$ cat src/rtl/urlpd_pkg.sv
// Shared types, character constants and hex helpers for the URL percent decoder.
// Has no dependencies; every other file of the decoder imports it.
`default_nettype none

package urlpd_pkg;

   // Default number of decoded-byte groups held between the front and back halves.
   localparam int unsigned FIFO_DEPTH_DEFAULT = 2;

   // Characters with a meaning in the encoding.
   localparam logic [7:0] CHAR_PLUS    = 8'h2B;
   localparam logic [7:0] CHAR_PERCENT = 8'h25;
   localparam logic [7:0] CHAR_SPACE   = 8'h20;
   localparam logic [7:0] CHAR_ZERO    = 8'h30;
   localparam logic [7:0] CHAR_NINE    = 8'h39;
   localparam logic [7:0] CHAR_LOWER_A = 8'h61;
   localparam logic [7:0] CHAR_LOWER_F = 8'h66;
   localparam logic [7:0] CHAR_UPPER_A = 8'h41;
   localparam logic [7:0] CHAR_UPPER_F = 8'h46;

   // Value of the first letter digit.
   localparam logic [3:0] HEX_LETTER_BASE = 4'd10;

   // Escape tracking: nothing pending, a percent seen, a percent and one digit seen.
   typedef enum logic [1:0] {
      ESC_IDLE  = 2'd0,
      ESC_PCT   = 2'd1,
      ESC_DIGIT = 2'd2
   } esc_mode_type;

   // All decoded bytes caused by one input transaction, oldest in bytes[0].
   typedef struct packed {
      logic [2:0][7:0] bytes;
      logic [1:0]      count;
      logic            last;
   } group_type;

   function automatic logic hex_valid(input logic [7:0] b);
      hex_valid = ((b >= CHAR_ZERO) && (b <= CHAR_NINE)) ||
                  ((b >= CHAR_LOWER_A) && (b <= CHAR_LOWER_F)) ||
                  ((b >= CHAR_UPPER_A) && (b <= CHAR_UPPER_F));
   endfunction

   // Nibble value of a hex digit; meaningless when the byte is not a digit.
   function automatic logic [3:0] hex_nibble(input logic [7:0] b);
      logic [7:0] diff;
      diff = 8'd0;
      if ((b >= CHAR_ZERO) && (b <= CHAR_NINE)) begin
         diff = b - CHAR_ZERO;
         hex_nibble = diff[3:0];
      end else if ((b >= CHAR_LOWER_A) && (b <= CHAR_LOWER_F)) begin
         diff = b - CHAR_LOWER_A;
         hex_nibble = diff[3:0] + HEX_LETTER_BASE;
      end else begin
         diff = b - CHAR_UPPER_A;
         hex_nibble = diff[3:0] + HEX_LETTER_BASE;
      end
   endfunction

endpackage

`default_nettype wire

$ cat src/rtl/urlpd_front.sv
// Front half of the URL percent decoder: tracks escapes and forms byte groups.
// Depends on urlpd_pkg.
`default_nettype none

module urlpd_front
   import urlpd_pkg::*;
(
   input  wire logic         clock,
   input  wire logic         reset,
   input  wire logic         in_valid,
   output logic              in_ready,
   input  wire logic [7:0]   in_byte,
   input  wire logic         in_last,
   input  wire logic         fifo_full,
   output logic              push,
   output group_type         push_group,
   output esc_mode_type      esc_mode
);

   esc_mode_type mode_ff, mode_in;
   logic [7:0]   held_ff, held_in;

   logic         accept;
   logic         is_hex;
   logic [3:0]   nibble;
   logic         ib_emit;
   logic         ib_start;
   logic [7:0]   ib_byte;
   esc_mode_type ib_mode;

   assign in_ready = !fifo_full;
   assign accept   = in_valid && in_ready;
   assign is_hex   = hex_valid(in_byte);
   assign nibble   = hex_nibble(in_byte);
   assign esc_mode = mode_ff;

   // How the byte is handled when no escape is pending.
   always_comb begin
      ib_emit  = 1'b1;
      ib_start = 1'b0;
      ib_byte  = in_byte;
      priority if (in_byte == CHAR_PLUS) begin
         ib_byte = CHAR_SPACE;
      end else if (in_byte == CHAR_PERCENT) begin
         ib_emit  = in_last;
         ib_start = !in_last;
      end else begin
         ib_byte = in_byte;
      end
      ib_mode = ib_start ? ESC_PCT : ESC_IDLE;
   end

   always_comb begin
      push_group       = '0;
      push_group.last  = in_last;
      mode_in          = mode_ff;
      held_in          = held_ff;
      unique case (mode_ff)
         ESC_PCT: begin
            if (is_hex && !in_last) begin
               held_in = in_byte;
               mode_in = ESC_DIGIT;
            end else begin
               push_group.bytes[0] = CHAR_PERCENT;
               push_group.bytes[1] = ib_byte;
               push_group.count    = ib_emit ? 2'd2 : 2'd1;
               mode_in             = ib_mode;
            end
         end
         ESC_DIGIT: begin
            if (is_hex) begin
               push_group.bytes[0] = {hex_nibble(held_ff), nibble};
               push_group.count    = 2'd1;
               mode_in             = ESC_IDLE;
            end else begin
               // Failed escape: flush the percent and the held digit literally.
               push_group.bytes[0] = CHAR_PERCENT;
               push_group.bytes[1] = held_ff;
               push_group.bytes[2] = ib_byte;
               push_group.count    = ib_emit ? 2'd3 : 2'd2;
               mode_in             = ib_mode;
            end
         end
         default: begin
            push_group.bytes[0] = ib_byte;
            push_group.count    = ib_emit ? 2'd1 : 2'd0;
            mode_in             = ib_mode;
         end
      endcase
      if (in_last) begin
         mode_in = ESC_IDLE;
      end
   end

   assign push = accept && (push_group.count != 2'd0);

   always_ff @(posedge clock) begin
      if (reset) begin
         mode_ff <= ESC_IDLE;
         held_ff <= 8'd0;
      end else if (accept) begin
         mode_ff <= mode_in;
         held_ff <= held_in;
      end
   end

endmodule

`default_nettype wire

$ cat src/rtl/urlpd_fifo.sv
// Small queue of byte groups between the front and back halves of the decoder.
// Depends on urlpd_pkg for the group type.
`default_nettype none

module urlpd_fifo
   import urlpd_pkg::*;
#(
   parameter int unsigned DEPTH = FIFO_DEPTH_DEFAULT
)
(
   input  wire logic       clock,
   input  wire logic       reset,
   input  wire logic       push,
   input  wire group_type  push_data,
   input  wire logic       pop,
   output group_type       pop_data,
   output logic            full,
   output logic            empty
);

   localparam int unsigned PTR_W = (DEPTH > 1) ? $clog2(DEPTH) : 1;
   localparam int unsigned CNT_W = $clog2(DEPTH + 1);
   localparam logic [PTR_W-1:0] PTR_LAST = PTR_W'(DEPTH - 1);
   localparam logic [CNT_W-1:0] CNT_FULL = CNT_W'(DEPTH);

   group_type        entries_ff [DEPTH];
   logic [PTR_W-1:0] wr_ptr_ff, wr_ptr_in;
   logic [PTR_W-1:0] rd_ptr_ff, rd_ptr_in;
   logic [CNT_W-1:0] count_ff, count_in;

   assign full     = (count_ff == CNT_FULL);
   assign empty    = (count_ff == '0);
   assign pop_data = entries_ff[rd_ptr_ff];

   always_comb begin
      wr_ptr_in = wr_ptr_ff;
      rd_ptr_in = rd_ptr_ff;
      count_in  = count_ff;
      if (push) begin
         wr_ptr_in = (wr_ptr_ff == PTR_LAST) ? '0 : wr_ptr_ff + 1'b1;
      end
      if (pop) begin
         rd_ptr_in = (rd_ptr_ff == PTR_LAST) ? '0 : rd_ptr_ff + 1'b1;
      end
      if (push && !pop) begin
         count_in = count_ff + 1'b1;
      end else if (pop && !push) begin
         count_in = count_ff - 1'b1;
      end
   end

   always_ff @(posedge clock) begin
      if (reset) begin
         wr_ptr_ff <= '0;
         rd_ptr_ff <= '0;
         count_ff  <= '0;
      end else begin
         wr_ptr_ff <= wr_ptr_in;
         rd_ptr_ff <= rd_ptr_in;
         count_ff  <= count_in;
      end
   end

   always_ff @(posedge clock) begin
      if (push) begin
         entries_ff[wr_ptr_ff] <= push_data;
      end
   end

endmodule

`default_nettype wire

$ cat src/rtl/urlpd_back.sv
// Back half of the URL percent decoder: walks each byte group into the output register.
// Depends on urlpd_pkg for the group type.
`default_nettype none

module urlpd_back
   import urlpd_pkg::*;
(
   input  wire logic       clock,
   input  wire logic       reset,
   input  wire group_type  head,
   input  wire logic       empty,
   output logic            pop,
   output logic            out_valid,
   input  wire logic       out_ready,
   output logic [7:0]      out_byte,
   output logic            out_end_item,
   output logic            out_end_stream
);

   logic [1:0] idx_ff, idx_in;
   logic       valid_ff, valid_in;
   logic [7:0] byte_ff, byte_in;
   logic       end_item_ff, end_item_in;
   logic       end_stream_ff, end_stream_in;

   logic       load;
   logic       last_pos;

   assign load     = !empty && (!valid_ff || out_ready);
   assign last_pos = (idx_ff == (head.count - 2'd1));
   assign pop      = load && last_pos;

   always_comb begin
      unique case (idx_ff)
         2'd1:    byte_in = head.bytes[1];
         2'd2:    byte_in = head.bytes[2];
         default: byte_in = head.bytes[0];
      endcase
      end_item_in   = last_pos;
      end_stream_in = last_pos && head.last;
      idx_in        = idx_ff;
      valid_in      = valid_ff && !out_ready;
      if (load) begin
         idx_in   = last_pos ? 2'd0 : idx_ff + 2'd1;
         valid_in = 1'b1;
      end
   end

   always_ff @(posedge clock) begin
      if (reset) begin
         idx_ff   <= 2'd0;
         valid_ff <= 1'b0;
      end else begin
         idx_ff   <= idx_in;
         valid_ff <= valid_in;
      end
   end

   always_ff @(posedge clock) begin
      if (load) begin
         byte_ff       <= byte_in;
         end_item_ff   <= end_item_in;
         end_stream_ff <= end_stream_in;
      end
   end

   assign out_valid      = valid_ff;
   assign out_byte       = byte_ff;
   assign out_end_item   = end_item_ff;
   assign out_end_stream = end_stream_ff;

endmodule

`default_nettype wire

$ cat src/rtl/url_percent_decoder_core.sv
// Top level of the streaming URL percent decoder.
// Depends on urlpd_pkg, urlpd_front, urlpd_fifo and urlpd_back.
//
//   Channel | Direction | Handshake          | Payload
//   --------+-----------+--------------------+----------------------------------------
//   req     | in        | req_tvalid/tready  | tdata[7:0] encoded byte, tlast end of string
//   rsp     | out       | rsp_tvalid/tready  | tdata[7:0] decoded byte, tuser end of item,
//           |           |                    | tlast end of string
//
// An encoded byte is taken every cycle while the group queue has room. Each request
// transaction yields zero to three decoded bytes; the single output register sends one
// per cycle while rsp_tready is high, so a transaction that yields two or three bytes
// holds the output longer, and the queue of FIFO_DEPTH groups absorbs the difference.
// The first decoded byte passes through the group queue and then the output register.
// Synchronous reset clears the escape state, the queue and the output valid. A stall
// on rsp fills the queue and then drops req_tready; input stalls cost nothing.
`default_nettype none

module url_percent_decoder_core
   import urlpd_pkg::*;
#(
   parameter int unsigned FIFO_DEPTH = FIFO_DEPTH_DEFAULT
)
(
   input  wire logic       clock,
   input  wire logic       reset,

   input  wire logic       req_tvalid,
   output logic            req_tready,
   input  wire logic [7:0] req_tdata,    // [7:0] in_byte
   input  wire logic       req_tlast,    // in_last

   output logic            rsp_tvalid,
   input  wire logic       rsp_tready,
   output logic [7:0]      rsp_tdata,    // [7:0] out_byte
   output logic [0:0]      rsp_tuser,    // [0] end_of_item
   output logic            rsp_tlast     // end_of_stream
);

   // Group handoff between the front half and the queue.
   logic         push;
   group_type    push_group;
   esc_mode_type esc_mode;

   // Queue head as seen by the back half.
   group_type    head;
   logic         pop;
   logic         fifo_full;
   logic         fifo_empty;
   logic         end_item;

   // The front half classifies each encoded byte and builds its group of output bytes.
   urlpd_front u_front (
      .clock      (clock),
      .reset      (reset),
      .in_valid   (req_tvalid),
      .in_ready   (req_tready),
      .in_byte    (req_tdata),
      .in_last    (req_tlast),
      .fifo_full  (fifo_full),
      .push       (push),
      .push_group (push_group),
      .esc_mode   (esc_mode)
   );

   // Groups that carry no bytes are never queued.
   urlpd_fifo #(
      .DEPTH (FIFO_DEPTH)
   ) u_fifo (
      .clock     (clock),
      .reset     (reset),
      .push      (push),
      .push_data (push_group),
      .pop       (pop),
      .pop_data  (head),
      .full      (fifo_full),
      .empty     (fifo_empty)
   );

   // The back half sends one byte of the head group per cycle while rsp_tready is high.
   urlpd_back u_back (
      .clock          (clock),
      .reset          (reset),
      .head           (head),
      .empty          (fifo_empty),
      .pop            (pop),
      .out_valid      (rsp_tvalid),
      .out_ready      (rsp_tready),
      .out_byte       (rsp_tdata),
      .out_end_item   (end_item),
      .out_end_stream (rsp_tlast)
   );

   assign rsp_tuser = end_item;

   // The end of a string always closes the current item as well.
   a_stream_end_closes_item: assert property (@(posedge clock) disable iff (reset)
      rsp_tvalid && rsp_tlast |-> rsp_tuser[0])
      else $error("end of stream without end of item");

   // The front half only offers a group when the queue has room for it.
   a_no_push_when_full: assert property (@(posedge clock) disable iff (reset)
      push |-> !fifo_full)
      else $error("group pushed into a full queue");

   // The back half only retires a group that is present.
   a_no_pop_when_empty: assert property (@(posedge clock) disable iff (reset)
      pop |-> !fifo_empty)
      else $error("group popped from an empty queue");

   // A final byte always leaves no escape pending.
   a_last_clears_escape: assert property (@(posedge clock) disable iff (reset)
      req_tvalid && req_tready && req_tlast |=> esc_mode == ESC_IDLE)
      else $error("escape left pending after end of string");

endmodule

`default_nettype wire

$ cat config.mk
export PLATFORM = sky130hd
export DESIGN_NAME = url_percent_decoder_core
export DESIGN_NICKNAME = d
export VERILOG_FILES = /design/src/rtl/urlpd_pkg.sv /design/src/rtl/urlpd_front.sv /design/src/rtl/urlpd_fifo.sv /design/src/rtl/urlpd_back.sv /design/src/rtl/url_percent_decoder_core.sv
export SDC_FILE = /design/constraint.sdc
export NUM_CORES = 1
export LEC_CHECK = 0
export ABC_AREA = 1
export BUFFER_PORTS_ARGS = -buffer_cell sky130_fd_sc_hd__buf_2
export CAP_MARGIN = 20
export CORE_AREA = 2 2 93 95
export DETAILED_ROUTE_END_ITERATION = 8
export DIE_AREA = 0 0 95 97
export GPL_TIMING_DRIVEN = 0
export PLACE_DENSITY = 0.66
export SLEW_MARGIN = 20
export SYNTH_ARGS = -nofsm -noshare
export SYNTH_HDL_FRONTEND = slang
export SYNTH_SLANG_ARGS = --single-unit
$ cat constraint.sdc
create_clock -name clock -period 3.4 [get_ports clock]
set_clock_uncertainty 0.2 [all_clocks]
set_input_delay 0.51 -clock clock [delete_from_list [all_inputs] [get_ports clock]]
set_output_delay 0.51 -clock clock [all_outputs]
set_load 0.03 [all_outputs]
==> After elaboration in Yosys (flattened, before gate mapping) <==
Memory sizes are Yosys's and may differ from the RTL's. A register that Yosys moved wholly into a read port is not among the register bits.
Cells that the tools add are included.
{ "word_totals": {"ff_bits": 27, "ram_bits": 54, "in_bits": 13, "out_inout_bits": 12, "elab_cells": 107, "memories": 1} }
{ "classes": {"addsub": 16, "n_lt_le_gt_ge": 10, "eq_ne": 8, "n_mux": 34, "n_reduce_logical": 28} }
{ "memory_table": {"columns": ["memory", "depth", "width", "rd", "rd_clocked_by_memory_dff", "write_ports", "line", "text"], "rows": [
  ["u_fifo.entries_ff", 2, 27, 1, 1, 1, "urlpd_fifo.sv:26", "group_type entries_ff [DEPTH];"]
]} }
{ "op_table": {"columns": ["cell", "count"], "rows": [
  ["8-bit case mux with 2 select lines", 2],
  ["8-bit by 7-bit greater-or-equal comparator with 1-bit output, second input constant", 3],
  ["8-bit by 7-bit <= comparator with 1-bit output, second input constant", 3],
  ["4-bit by 1-bit subtractor with 4-bit output, second input constant", 6],
  ["10-bit case mux with 2 select lines", 1],
  ["18-bit 2-to-1 mux", 1],
  ["4-bit adder, second input constant", 4],
  ["8-bit by 6-bit equality test with 1-bit output, second input constant", 2],
  ["8-bit by 6-bit greater-or-equal comparator with 1-bit output, second input constant", 2],
  ["8-bit by 6-bit <= comparator with 1-bit output, second input constant", 2],
  ["16-bit 2-to-1 mux", 1],
  ["4-bit 2-to-1 mux", 4],
  ["8-bit 2-to-1 mux", 2],
  ["1-bit logical AND", 14],
  ["1-bit 2-to-1 mux", 14],
  ["2-bit 2-to-1 mux", 7],
  ["10-bit 2-to-1 mux", 1],
  ["1-bit zero test", 7],
  ["2-bit equality test, second input constant", 3],
  ["2-bit by 1-bit adder with 2-bit output, second input constant", 2],
  ["2-bit by 1-bit equality test with 1-bit output, second input constant", 2],
  ["2-bit case mux with 2 select lines", 1],
  ["2-bit nonzero test", 2],
  ["2-bit by 1-bit subtractor with 2-bit output, second input constant", 2],
  ["5 further kinds", 8]
]} }

==> Depth between registers and ports, before layout <==
Gate-level depths: netlist (run 1).
{ "logic_depth": {"word_depth": 13, "mapped_depth": 17, "mapped_depth_nobuf": 17} }

==> By module <==
A second synthesis (run 1) with hierarchy kept.
{ "unflattened": {"hier_cells": 390, "area_unflattened_um2": 4140.2} }
{ "modules_own_cells": {"columns": ["module", "instances", "cells_per_inst", "area_per_inst_um2", "seq_area_each_um2"], "rows": [
  ["urlpd_fifo", 1, 117, 2278.4, 1721.7],
  ["urlpd_front", 1, 187, 1144.8, 200.2],
  ["urlpd_back", 1, 86, 716.9, 360.3]
]} }

==> Worst setup path before layout (run 1) <==
Ideal clock, no wire load.
{ "synth_timing": {"path_kind": "input port to flip-flop", "start": "input port req_tdata[0]", "end": "memory u_fifo.entries_ff[0][0] (netlist bit), enable pin", "setup_time_ns": 0.411, "arrival_time_ns": 2.619, "required_ns": 2.789, "path_slack_ns": 0.170, "stages": 11, "path_buffers": 0, "path_cell_list": "inv_1 > ha_1 > o21ai_1 > nand2_1 > nand3_1 > nor2_4 > inv_4 > nand2_4 > nand3_2 > nand2_1 > nor2_1"} }
{ "synth_between": {"elab_chain_cells": 11, "elab_cells_between_ends": 26, "cone_classes": "6 x order compare; 2 x eq/ne; 10 x mux; 8 x reduce/logical"} }
{ "synth_rtl": {"columns": ["item", "line", "text"], "rows": [
  ["from (decl)", "url_percent_decoder_core.sv:30", "input wire logic [7:0] req_tdata,"],
  ["8-bit by 6-bit greater-or-equal comparator with 1-bit output, or another cell as far along", "urlpd_pkg.sv:39", "hex_valid = ((b >= CHAR_ZERO) && (b <= CHAR_NINE)) ||"],
  ["1-bit logical AND (on tied branches)", "urlpd_pkg.sv:39, urlpd_pkg.sv:40", null],
  ["1-bit logical OR", "urlpd_pkg.sv:39", null],
  ["1-bit logical OR", "urlpd_pkg.sv:40", "((b >= CHAR_LOWER_A) && (b <= CHAR_LOWER_F)) ||"],
  ["1-bit logical AND", "urlpd_front.sv:60", "if (is_hex && !in_last) begin"],
  ["18-bit 2-to-1 mux", "urlpd_front.sv:60", null],
  ["10-bit case mux with 2 select lines (*)", "urlpd_front.sv:58", "unique case (mode_ff)"],
  ["2-bit nonzero test (*)", "urlpd_front.sv:95", "assign push = accept && (push_group.count != 2'd0);"],
  ["1-bit logical AND (*)", "urlpd_front.sv:95", null],
  ["1-bit 2-to-1 mux (*)", "urlpd_fifo.sv:65", "if (push) begin"],
  ["1-bit 2-to-1 mux (implied by the code) (*)", "urlpd_fifo.sv:66", "entries_ff[wr_ptr_ff] <= push_data;"],
  ["to (decl)", "urlpd_fifo.sv:26", null]
]} }
Every way passes the cells marked *; elsewhere a longest branch is shown, timed or not.

==> Worst setup path in the final report (run 1) <==
{ "layout_timing": {"start": "input port req_tdata[0]", "end": "memory u_fifo.entries_ff[1][3] (netlist bit), enable pin"} }
Same word-level chain as after synthesis.

==> impl_metrics.toml, run 1 <==
[clock_network]
cts_root_buf = "clkbuf_8"
cts_buffers = 9
cts_resized = 0
clk_latency_ns = 0.36
clk_pin_slew_ns = 0.08
postCtsSetupBuffers = 0
numClockSinks = 82
cts_tree = "yes"
cts_max_level = 3
ctsLongestPathBuffers = 2
hold_buffers = 0

[detailed_routing]
wirelength_mm = 8.01
wire_per_inst_um = 15.5
antenna_left = 0
drc = 0
firstDrtPassIters = 5
first_iter_violations = 167
avgViaCountPerCell = 5.32
routed-via-count = 2747

[timing]
slew_headroom = 0.326
finalHoldViolCount = 0
fin_ws_ns = 0.287
finalSetupViolCount = 0
tightest_slew_ns = 1.00
fin_crit_ns = 3.11
slew_viol_final = 0
whs_ns = 0.190
min_period_over_period = 0.916
fmax_mhz = 321
rsz0062_at_grt = "no"

[yosys]
synth_cell_types = 33
synth.most_common_cell = "edfxtp_1"
ys_seq_area_frac = 0.601
syn_area_um2 = 3800
synth_edf_count = 64
synthArstFlopShare = 0
syn_nets = 397
synth_top_cell_by_area = "edfxtp_1"
synth_top_cell_area_share = 0.506
synth_cells = 371
yosys-top-cells-count = "edfxtp_1, nand2_1, o21ai_0, nor2_1, inv_1"
yosys-top-cells-area = "edfxtp_1, dfxtp_1, o21ai_0"
yosys_register_bits = 82
avgSynthCellArea_um2 = 10.2
yosysWarnings = 0
ys.flop_type = "edfxtp_1"

[min_path]
worstHoldPathType = "in2reg"

[setup_path]
worstSetupPathType = "in2reg"
crit_fanout = 27
arrival_ns = 2.70
cp_slowest_cell = "clkinv_1"
worstPathRequired_ns = 2.99
cp-start-kind = "input pin"
cpPeakStageDelay_ns = 0.77
crit_chain = "buf_2, inv_1, ha_1, nand2_1, nor2_1, nand2_1, nand3_1, nor2_4, inv_4, nand2_4, nand3_2, nand3_2, clkinv_1"
crit_path_end_kind = "flip-flop"

[place]
place_congestion = 0.880
dp_hpwl_mm = 5.77
io_buffers = 23
preCtsSetupSlack_ns = 0.115
dp_cells = 500
post_dp_cell_area_um2 = 4070

[die]
coreArea_um2 = 8130
die_x_um = 95
ios = 25
die_area_um2 = 9220
rows = 33
die_h_um = 97
start_util = 0.467

[grt]
grt_start_max_net_pins = 28
grt_pass1_wl_mm = 13.0
antenna_found_initial = 0
grt_pass1_vias = 2611
grtUsageTotal = 0.184
grt_overflow = 0

[pwr]
powerDensity_nw_per_um2 = 721
ir_drop_mv = 0.248
power_leakage_nw = 1.61

[job]
cap_violations = 0

[cells_and_area]
fillerInstances = 742
finalNonFillerCells = 516
postLayoutCoreUtil = 0.529
final_cell_area_um2 = 4300
nets = 432
synthToLayoutAreaGrowth_pct = 13.3
drive_gt1_frac = 0.146
antenna_cells = 0

[status]
status = "finished, final reports clean"
## metal layers
layer	track usage	routed length [um]	vias to the layer above
met5	0	0	-
met4	0.0691	164	0
met3	0.0288	367	15
met2	0.299	3860	83
met1	0.246	3610	1291
li1	-	-	1358
## where the power goes
part | internal [W] | switching, W | leakage (nW) | total [W]
logic | 0.000255 | 0.000652 | 0.738 | 0.000907
clock network | 0.000484 | 0.000341 | 0.120 | 0.000825
registers | 0.00132 | 0.0000527 | 0.752 | 0.00137
## cell families after synthesis
| family | Yosys count | synth area share |
|---|---|---|
| xor gates and xnor gates | 8 | 0.0204 |
| AOI/OAI and AO/OA | 99 | 0.139 |
| adders and majority gates | 13 | 0.0428 |
| and+or+nand+nor | 124 | 0.146 |
| buffers and inverters | 45 | 0.0504 |
| DFF | 82 | 0.601 |
## placed cells by master, fill, tap and decap left out, types with 7 or more instances in the layout
master,count
ha_1,13
nand2_1,53
nor2_1,43
o21ai_0,53
dfxtp_1,18
clkbuf_1,7
edfxtp_1,64
a21oi_1,20
nand3_1,9
buf_2,23
clkbuf_8,9
xor2_1,7
inv_1,29
o22ai_1,17
## layout make-up
type | count | area, um^2 | area share
multi-input cells | 244 | 1330 | 0.309
clock inverters | 6 | 105 | 0.0244
clock buffers | 10 | 128 | 0.0297
plain buffers | 7 | 33.8 | 0.00785
inverters | 38 | 158 | 0.0366
well taps | 105 | 131 | 0.0305
repair buffers | 24 | 135 | 0.0314
flip-flops and latches | 82 | 2280 | 0.530
## stage by stage
stage | total power, W | setup TNS [ns]
global placement | 0.00225 | -20.38
global route | 0.00327 | 0
floorplan | 0.00202 | 0
detailed placement | 0.00231 | 0
finish | 0.00310 | 0
CTS | 0.00312 | 0
## worst paths after layout
path / slack, ns / to / cells past startpoint / start
worst min-delay path: 0.19 / u_fifo.entries_ff[1][0] / 1 / req_tlast
worst min register to register: 0.29 / u_fifo.count_ff[1] / 2 / u_fifo.count_ff[1]
worst max-delay path: 0.29 / u_fifo.entries_ff[1][3] / 13 / req_tdata[0]
worst max register to register: 0.53 / u_fifo.entries_ff[1][3] / 8 / u_front.esc_mode[0]
## sequential cells by signal, indices dropped and copies added (netlist names), named ones only
register,flops
u_back.out_byte,8
u_back.out_end_item,1
u_fifo.wr_ptr_ff,1
u_fifo.count_ff,2
u_front.esc_mode,2
u_fifo.entries_ff,54
u_back.out_end_stream,1
u_back.idx_ff,2
u_back.out_valid,1
u_front.held_ff,8
u_fifo.rd_ptr_ff,1
## critical path: cells and delay by family
| kind | cells | cell delay, ns |
|---|---|---|
| buffers and inverters | 4 | 1.13 |
| AND/OR/NAND/NOR | 8 | 0.80 |
| adder cells (fa/ha/maj) | 1 | 0.22 |
Note: power is estimated with default switching activity, not from simulation.
==> inputs of run 2 (changes only) <==
--- a/config.mk
+++ b/config.mk
@@ -5,14 +5,12 @@
 export SDC_FILE = /design/constraint.sdc
 export NUM_CORES = 1
 export LEC_CHECK = 0
-export ABC_AREA = 1
-export BUFFER_PORTS_ARGS = -buffer_cell sky130_fd_sc_hd__buf_2
 export CAP_MARGIN = 20
-export CORE_AREA = 2 2 93 95
+export CORE_AREA = 2 2 94 96
 export DETAILED_ROUTE_END_ITERATION = 8
-export DIE_AREA = 0 0 95 97
+export DIE_AREA = 0 0 96 98
+export DONT_BUFFER_PORTS = 1
 export GPL_TIMING_DRIVEN = 0
-export PLACE_DENSITY = 0.66
 export SLEW_MARGIN = 20
 export SYNTH_ARGS = -nofsm -noshare
 export SYNTH_HDL_FRONTEND = slang
==> run 2 against run 1 <==
Final area is 2.0% lower. Sequential power is 8% higher. Synthesized cell count is 19% lower. Critical path depth is 5 lower. Combinational power is 33% lower. Utilization is 3.1 points lower. Flip-flop and latch count stayed put. Power is 13% lower. Largest power group unchanged. Highest routed layer unchanged.
==> impl_metrics.toml, run 2 <==
[clock_network]
cts_resized = 0
clk_pin_slew_ns = 0.08
cts_tree = "yes"
postCtsSetupBuffers = 0
hold_buffers = 0
clk_latency_ns = 0.35
numClockSinks = 82
cts_root_buf = "clkbuf_8"
ctsLongestPathBuffers = 2
cts_max_level = 3
cts_buffers = 9

[timing]
finalSetupViolCount = 0
slew_viol_final = 0
tightest_slew_ns = 0.762
min_period_over_period = 0.890
fmax_mhz = 330
rsz0062_at_grt = "no"
whs_ns = 0.0511
slew_headroom = 0.492
finalHoldViolCount = 0
fin_crit_ns = 3.03

[status]
status = "finished, final reports clean"

[setup_path]
crit_chain = "inv_1, ha_1, inv_1, nand2_1, a31oi_1, o21ai_1, nand2_1, and2_2"
cp-start-kind = "flip-flop"
cp_slowest_cell = "and2_2"
critPathTopFamily = "simple AND/OR/NAND/NOR gates"
cp.buffers_inverters = 2
worstReg2RegStart = "u_front.esc_mode[0]"
cpPeakStageDelay_ns = 0.59
crit_path_end_kind = "flip-flop"
crit_fanout = 27
rr_endpoint = "u_fifo.entries_ff[0][4]"
worstSetupPathType = "reg2reg"
arrival_ns = 2.81
worstPathRequired_ns = 3.18
r2r_slack_ns = 0.37
ff2ff_path_depth = 8

[place]
dp_hpwl_mm = 5.51
place_congestion = 0.940
io_buffers = 0

[cells_and_area]
nets = 340
postLayoutCoreUtil = 0.498
top_register = "u_fifo.entries_ff"
drive_gt1_frac = 0.160
antenna_cells = 0
largest_reg_flops = 54
layout_commonest_cell = "edfxtp_1"
synthToLayoutAreaGrowth_pct = 8.71
layout_common_cells = "edfxtp_1, nor2_1, mux2i_1"

[yosys]
synth_cells = 302
yosys_register_bits = 82
yosys-top-cells-count = "edfxtp_1, nor2_1, mux2i_1, dfxtp_1, nand2_1"
synthArstFlopShare = 0
yosysWarnings = 0
avgSynthCellArea_um2 = 12.8
synth_top_cell_area_share = 0.495
yosys-top-cells-area = "edfxtp_1, dfxtp_1, mux2i_1"
ys_seq_area_frac = 0.588
syn_nets = 328
ys.flop_type = "edfxtp_1"
synth_cell_types = 54
synth_edf_count = 64
synth.most_common_cell = "edfxtp_1"
synth_top_cell_by_area = "edfxtp_1"
syn_area_um2 = 3880

[detailed_routing]
avgViaCountPerCell = 5.56
wirelength_mm = 7.67
route.met2.wl_mm = 3.61
dr.max_layer_used = "met4"
wire_per_inst_um = 18.0
wl_met1_mm = 3.64
drc = 0
first_iter_violations = 103
routed-via-count = 2374
met3_length_um = 247
firstDrtPassIters = 4
antenna_left = 0

[pwr]
power_leakage_nw = 1.47
ir_drop_mv = 0.214
powerDensity_nw_per_um2 = 637

[die]
die_area_um2 = 9410
die_h_um = 98
die_x_um = 96
coreArea_um2 = 8470
ios = 25
start_util = 0.458
rows = 34

[min_path]
hp-start = "req_tlast"
holdPathEnd = "u_fifo.entries_ff[1][0]"
worstHoldPathType = "in2reg"
hold_depth = 0

[grt]
grt_start_max_net_pins = 28
grt_pass1_wl_mm = 12.3
grt_pass1_vias = 2303
antenna_found_initial = 0
grt_overflow = 0
grtUsageTotal = 0.177

[job]
cap_violations = 0
-- run 2: cell type report --
class	count	area [um^2]
buffer	14	77.6
multi-input combinational	193	1480
timing repair buffer	1	27.5
clock buffer	11	131
sequential	82	2280
inverter	13	48.8
tap	108	135
clock inverter	5	31.3
fill	723	4250
-- run 2: metrics by stage --
| step | TNS, ns | area (um^2) | power (W) | setup slack [ns] | instances |
|---|---|---|---|---|---|
| 4_1_cts | 0 | 4220 | 0.00272 | 0.363 | 427 |
| 5_1_grt | 0 | 4220 | 0.00284 | 0.179 | 427 |
| 3_3_place_gp | -19.70 | 4020 | 0.00209 | -0.410 | 410 |
| 6_report | 0 | 4220 | 0.00269 | 0.374 | 427 |
| 3_5_place_dp | 0 | 4050 | 0.00212 | 0.109 | 411 |
| 2_1_floorplan | 0 | 3880 | 0.00196 | 0.292 | 302 |
-- run 2: worst max path at each step --
stage,slack [ns],startpoint,cells past startpoint,endpoint
2_1_floorplan,0.29,req_tdata[0],7,u_fifo.entries_ff[1][0]
3_3_place_gp,-0.41,req_tdata[0],7,u_fifo.entries_ff[1][4]
3_5_place_dp,0.11,req_tdata[1],10,u_fifo.count_ff[1]
4_1_cts,0.36,u_front.esc_mode[0],8,u_fifo.entries_ff[0][4]
5_1_grt,0.18,u_front.esc_mode[0],8,u_fifo.entries_ff[0][4]
6_report,0.37,u_front.esc_mode[0],8,u_fifo.entries_ff[0][4]
-- run 2: report_power, final --
group,internal [W],switching (W)
logic,0.000234,0.000373
clock network,0.000262,0.000337
registers,0.00130,0.000180
-- run 2: cells by family after synthesis --
group | count (synthesis) | share of synthesized area
multiplexers | 35 | 0.0955
flip-flops | 82 | 0.588
adder cells (fa/ha/maj) | 13 | 0.0419
buffers and inverters | 27 | 0.0326
AO/OA/AOI/OAI | 59 | 0.113
AND/OR/NAND/NOR | 78 | 0.111
XOR/XNOR | 8 | 0.0181
-- run 2: metal layers --
| layer | global-route usage | vias up |
|---|---|---|
| met4 | 0.0868 | 0 |
| met5 | 0 | - |
| met1 | 0.247 | 1155 |
| met3 | 0.0347 | 11 |
| met2 | 0.262 | 46 |
| li1 | - | 1162 |
==> inputs of run 3 (changes only) <==
--- a/config.mk
+++ b/config.mk
@@ -5,10 +5,11 @@
 export SDC_FILE = /design/constraint.sdc
 export NUM_CORES = 1
 export LEC_CHECK = 0
+export ABC_AREA = 1
 export CAP_MARGIN = 20
-export CORE_AREA = 2 2 94 96
+export CORE_AREA = 2 2 93 95
 export DETAILED_ROUTE_END_ITERATION = 8
-export DIE_AREA = 0 0 96 98
+export DIE_AREA = 0 0 95 97
 export DONT_BUFFER_PORTS = 1
 export GPL_TIMING_DRIVEN = 0
 export SLEW_MARGIN = 20
==> run 3 against run 2 <==
Worst hold slack better by 0.0052 ns. Die area decreased by 2.1%. Largest cell class unchanged. Sequential share of layout area rose by 0.82 points. Largest power group unchanged. Critical path depth up 3. Final area shrank 1.5%. Critical path type is now in2reg. Via count rose by 9.9%. Highest routed layer unchanged.
==> impl_metrics.toml, run 3 (same netlist as run 1, synthesis figures left out) <==
[status]
status = "finished, final reports clean"

[setup_path]
arrival_ns = 2.45
rr_endpoint = "u_fifo.entries_ff[1][19]"
crit_fanout = 27
cp_slowest_cell = "clkinv_1"
ff2ff_path_depth = 8
crit_path_frequent_cell = "nand3_2"
worstReg2RegStart = "u_front.esc_mode[0]"
cp-start-kind = "input pin"
worstSetupPathType = "in2reg"
cpPeakStageDelay_ns = 0.77
crit_chain = "inv_1, ha_1, o21ai_1, nand2_1, nand3_1, nor2_4, inv_4, nand2_4, nand3_2, nand3_2, clkinv_1"
crit_path_end_kind = "flip-flop"
critPathTopFamily = "buffers and inverters"
worstPathRequired_ns = 2.97
r2r_slack_ns = 0.55
cp.buffers_inverters = 3

[die]
start_util = 0.467
ios = 25
die_area_um2 = 9220
coreArea_um2 = 8130
die_h_um = 97
die_x_um = 95
rows = 33

[clock_network]
cts_root_buf = "clkbuf_8"
hold_buffers = 0
clk_latency_ns = 0.34
postCtsSetupBuffers = 0
numClockSinks = 82
clk_pin_slew_ns = 0.07
ctsLongestPathBuffers = 2
cts_max_level = 3
cts_buffers = 9
cts_resized = 0
cts_tree = "yes"

[min_path]
hold_depth = 1
worstHoldPathType = "in2reg"
hp-start = "req_tdata[4]"
holdPathEnd = "u_front.held_ff[6]"

[pwr]
power_leakage_nw = 1.50
powerDensity_nw_per_um2 = 699
p_comb_frac = 0.235
ir_drop_mv = 0.244
swShare = 0.343
p_int_w = 0.00191
net-switching-power_w = 0.000997
clockPowerShare = 0.244
pwr-share-seq = 0.520

[cells_and_area]
layout_common_cells = "edfxtp_1, nand2_1, o21ai_0"
drive_gt1_frac = 0.0928
top_register = "u_fifo.entries_ff"
largest_reg_flops = 54
postLayoutCoreUtil = 0.511
nets = 409
antenna_cells = 0
layout_commonest_cell = "edfxtp_1"
synthToLayoutAreaGrowth_pct = 9.43
fillerInstances = 734

[grt]
grt_pass1_vias = 2505
grtUsageTotal = 0.179
grt_start_max_net_pins = 28
grt_pass1_wl_mm = 12.6
antenna_found_initial = 0
grt_overflow = 0

[place]
preCtsSetupSlack_ns = 0.337
dp_hpwl_mm = 5.60
place_congestion = 0.842
io_buffers = 0

[detailed_routing]
first_iter_violations = 144
antenna_left = 0
wirelength_mm = 7.74
routed-via-count = 2608
avgViaCountPerCell = 5.29
drc = 0
firstDrtPassIters = 4
wire_per_inst_um = 15.7

[job]
cap_violations = 0

[timing]
fin_ws_ns = 0.524
finalHoldViolCount = 0
fin_crit_ns = 2.88
rsz0062_at_grt = "no"
min_period_over_period = 0.846
slew_viol_final = 0
fmax_mhz = 348
tightest_slew_ns = 1.01
slew_headroom = 0.326
finalSetupViolCount = 0
## run 3: changes by cell type in the layout (fill, tap and decap cells not counted), sizes merged, moves of 8 or more
| cell | delta |
|---|---|
| a221oi | -8 |
| and3 | -8 |
| inv | +22 |
| mux2 | -16 |
| mux2i | -19 |
| nand2 | +40 |
| nor2 | +25 |
| o21ai | +46 |
| o22ai | +17 |
## run 3: cell type report
| class | count | area [um^2] | share of cell area |
|---|---|---|---|
| inverter | 38 | 158 | 0.0380 |
| multi-input combinational | 244 | 1330 | 0.320 |
| timing repair buffer | 1 | 20.0 | 0.00482 |
| clock inverter | 3 | 40.0 | 0.00964 |
| buffer | 7 | 33.8 | 0.00813 |
| tap | 105 | 131 | 0.0316 |
| clock buffer | 13 | 159 | 0.0383 |
| sequential | 82 | 2280 | 0.549 |
## run 3: power groups by stage
stage | sequential, W | clock (W) | combinational [W]
after floorplan | 0.00152 | 0 | 0.000502
after CTS | 0.00151 | 0.000717 | 0.000692
after global routing | 0.00153 | 0.000763 | 0.000780
after global placement | 0.00153 | 0 | 0.000659
final | 0.00151 | 0.000709 | 0.000684
after detailed placement | 0.00154 | 0 | 0.000689
## run 3: worst max path at each step
stage / start / endpoint / slack (ns) / cells past startpoint
after floorplan: req_tdata[0] / u_fifo.entries_ff[0][0] / 0.17 / 11
after global placement: req_tdata[0] / u_fifo.entries_ff[0][9] / -0.57 / 11
after detailed placement: req_tdata[0] / u_fifo.entries_ff[1][9] / 0.34 / 11
after CTS: u_front.esc_mode[0] / u_fifo.entries_ff[1][19] / 0.36 / 7
after global routing: req_tdata[1] / u_fifo.entries_ff[1][19] / 0.30 / 11
final: req_tdata[1] / u_fifo.entries_ff[1][19] / 0.52 / 11
## run 3: per-layer routing
| metal | part of all wire | vias up | global-route usage |
|---|---|---|---|
| li1 | - | 1314 | - |
| met1 | 0.49 | 1234 | 0.257 |
| met2 | 0.47 | 53 | 0.273 |
| met3 | 0.035 | 7 | 0.0428 |
| met4 | 0.0099 | 0 | 0.0468 |
| met5 | 0 | - | 0 |
## run 3: metrics by stage
stage          instances  total power (W)  instance area, um^2  hold slack [ns]  TNS, ns
2_1_floorplan        371          0.00202                 3800            0.237        0
6_report             493          0.00290                 4150           0.0563        0
3_3_place_gp         476          0.00219                 3930            0.269   -15.36
5_1_grt              493          0.00308                 4150           0.0342        0
4_1_cts              493          0.00292                 4150           0.0478        0
3_5_place_dp         477          0.00223                 3960            0.282        0
## run 3: worst register-to-register path: cells and delay by family (launching register included)
family	cells	cell delay, ns
buffers and inverters	3	0.94
flip-flops	1	0.36
adder cells (fa/ha/maj)	1	0.32
AND/OR/NAND/NOR	3	0.30
AO/OA/AOI/OAI	1	0.15
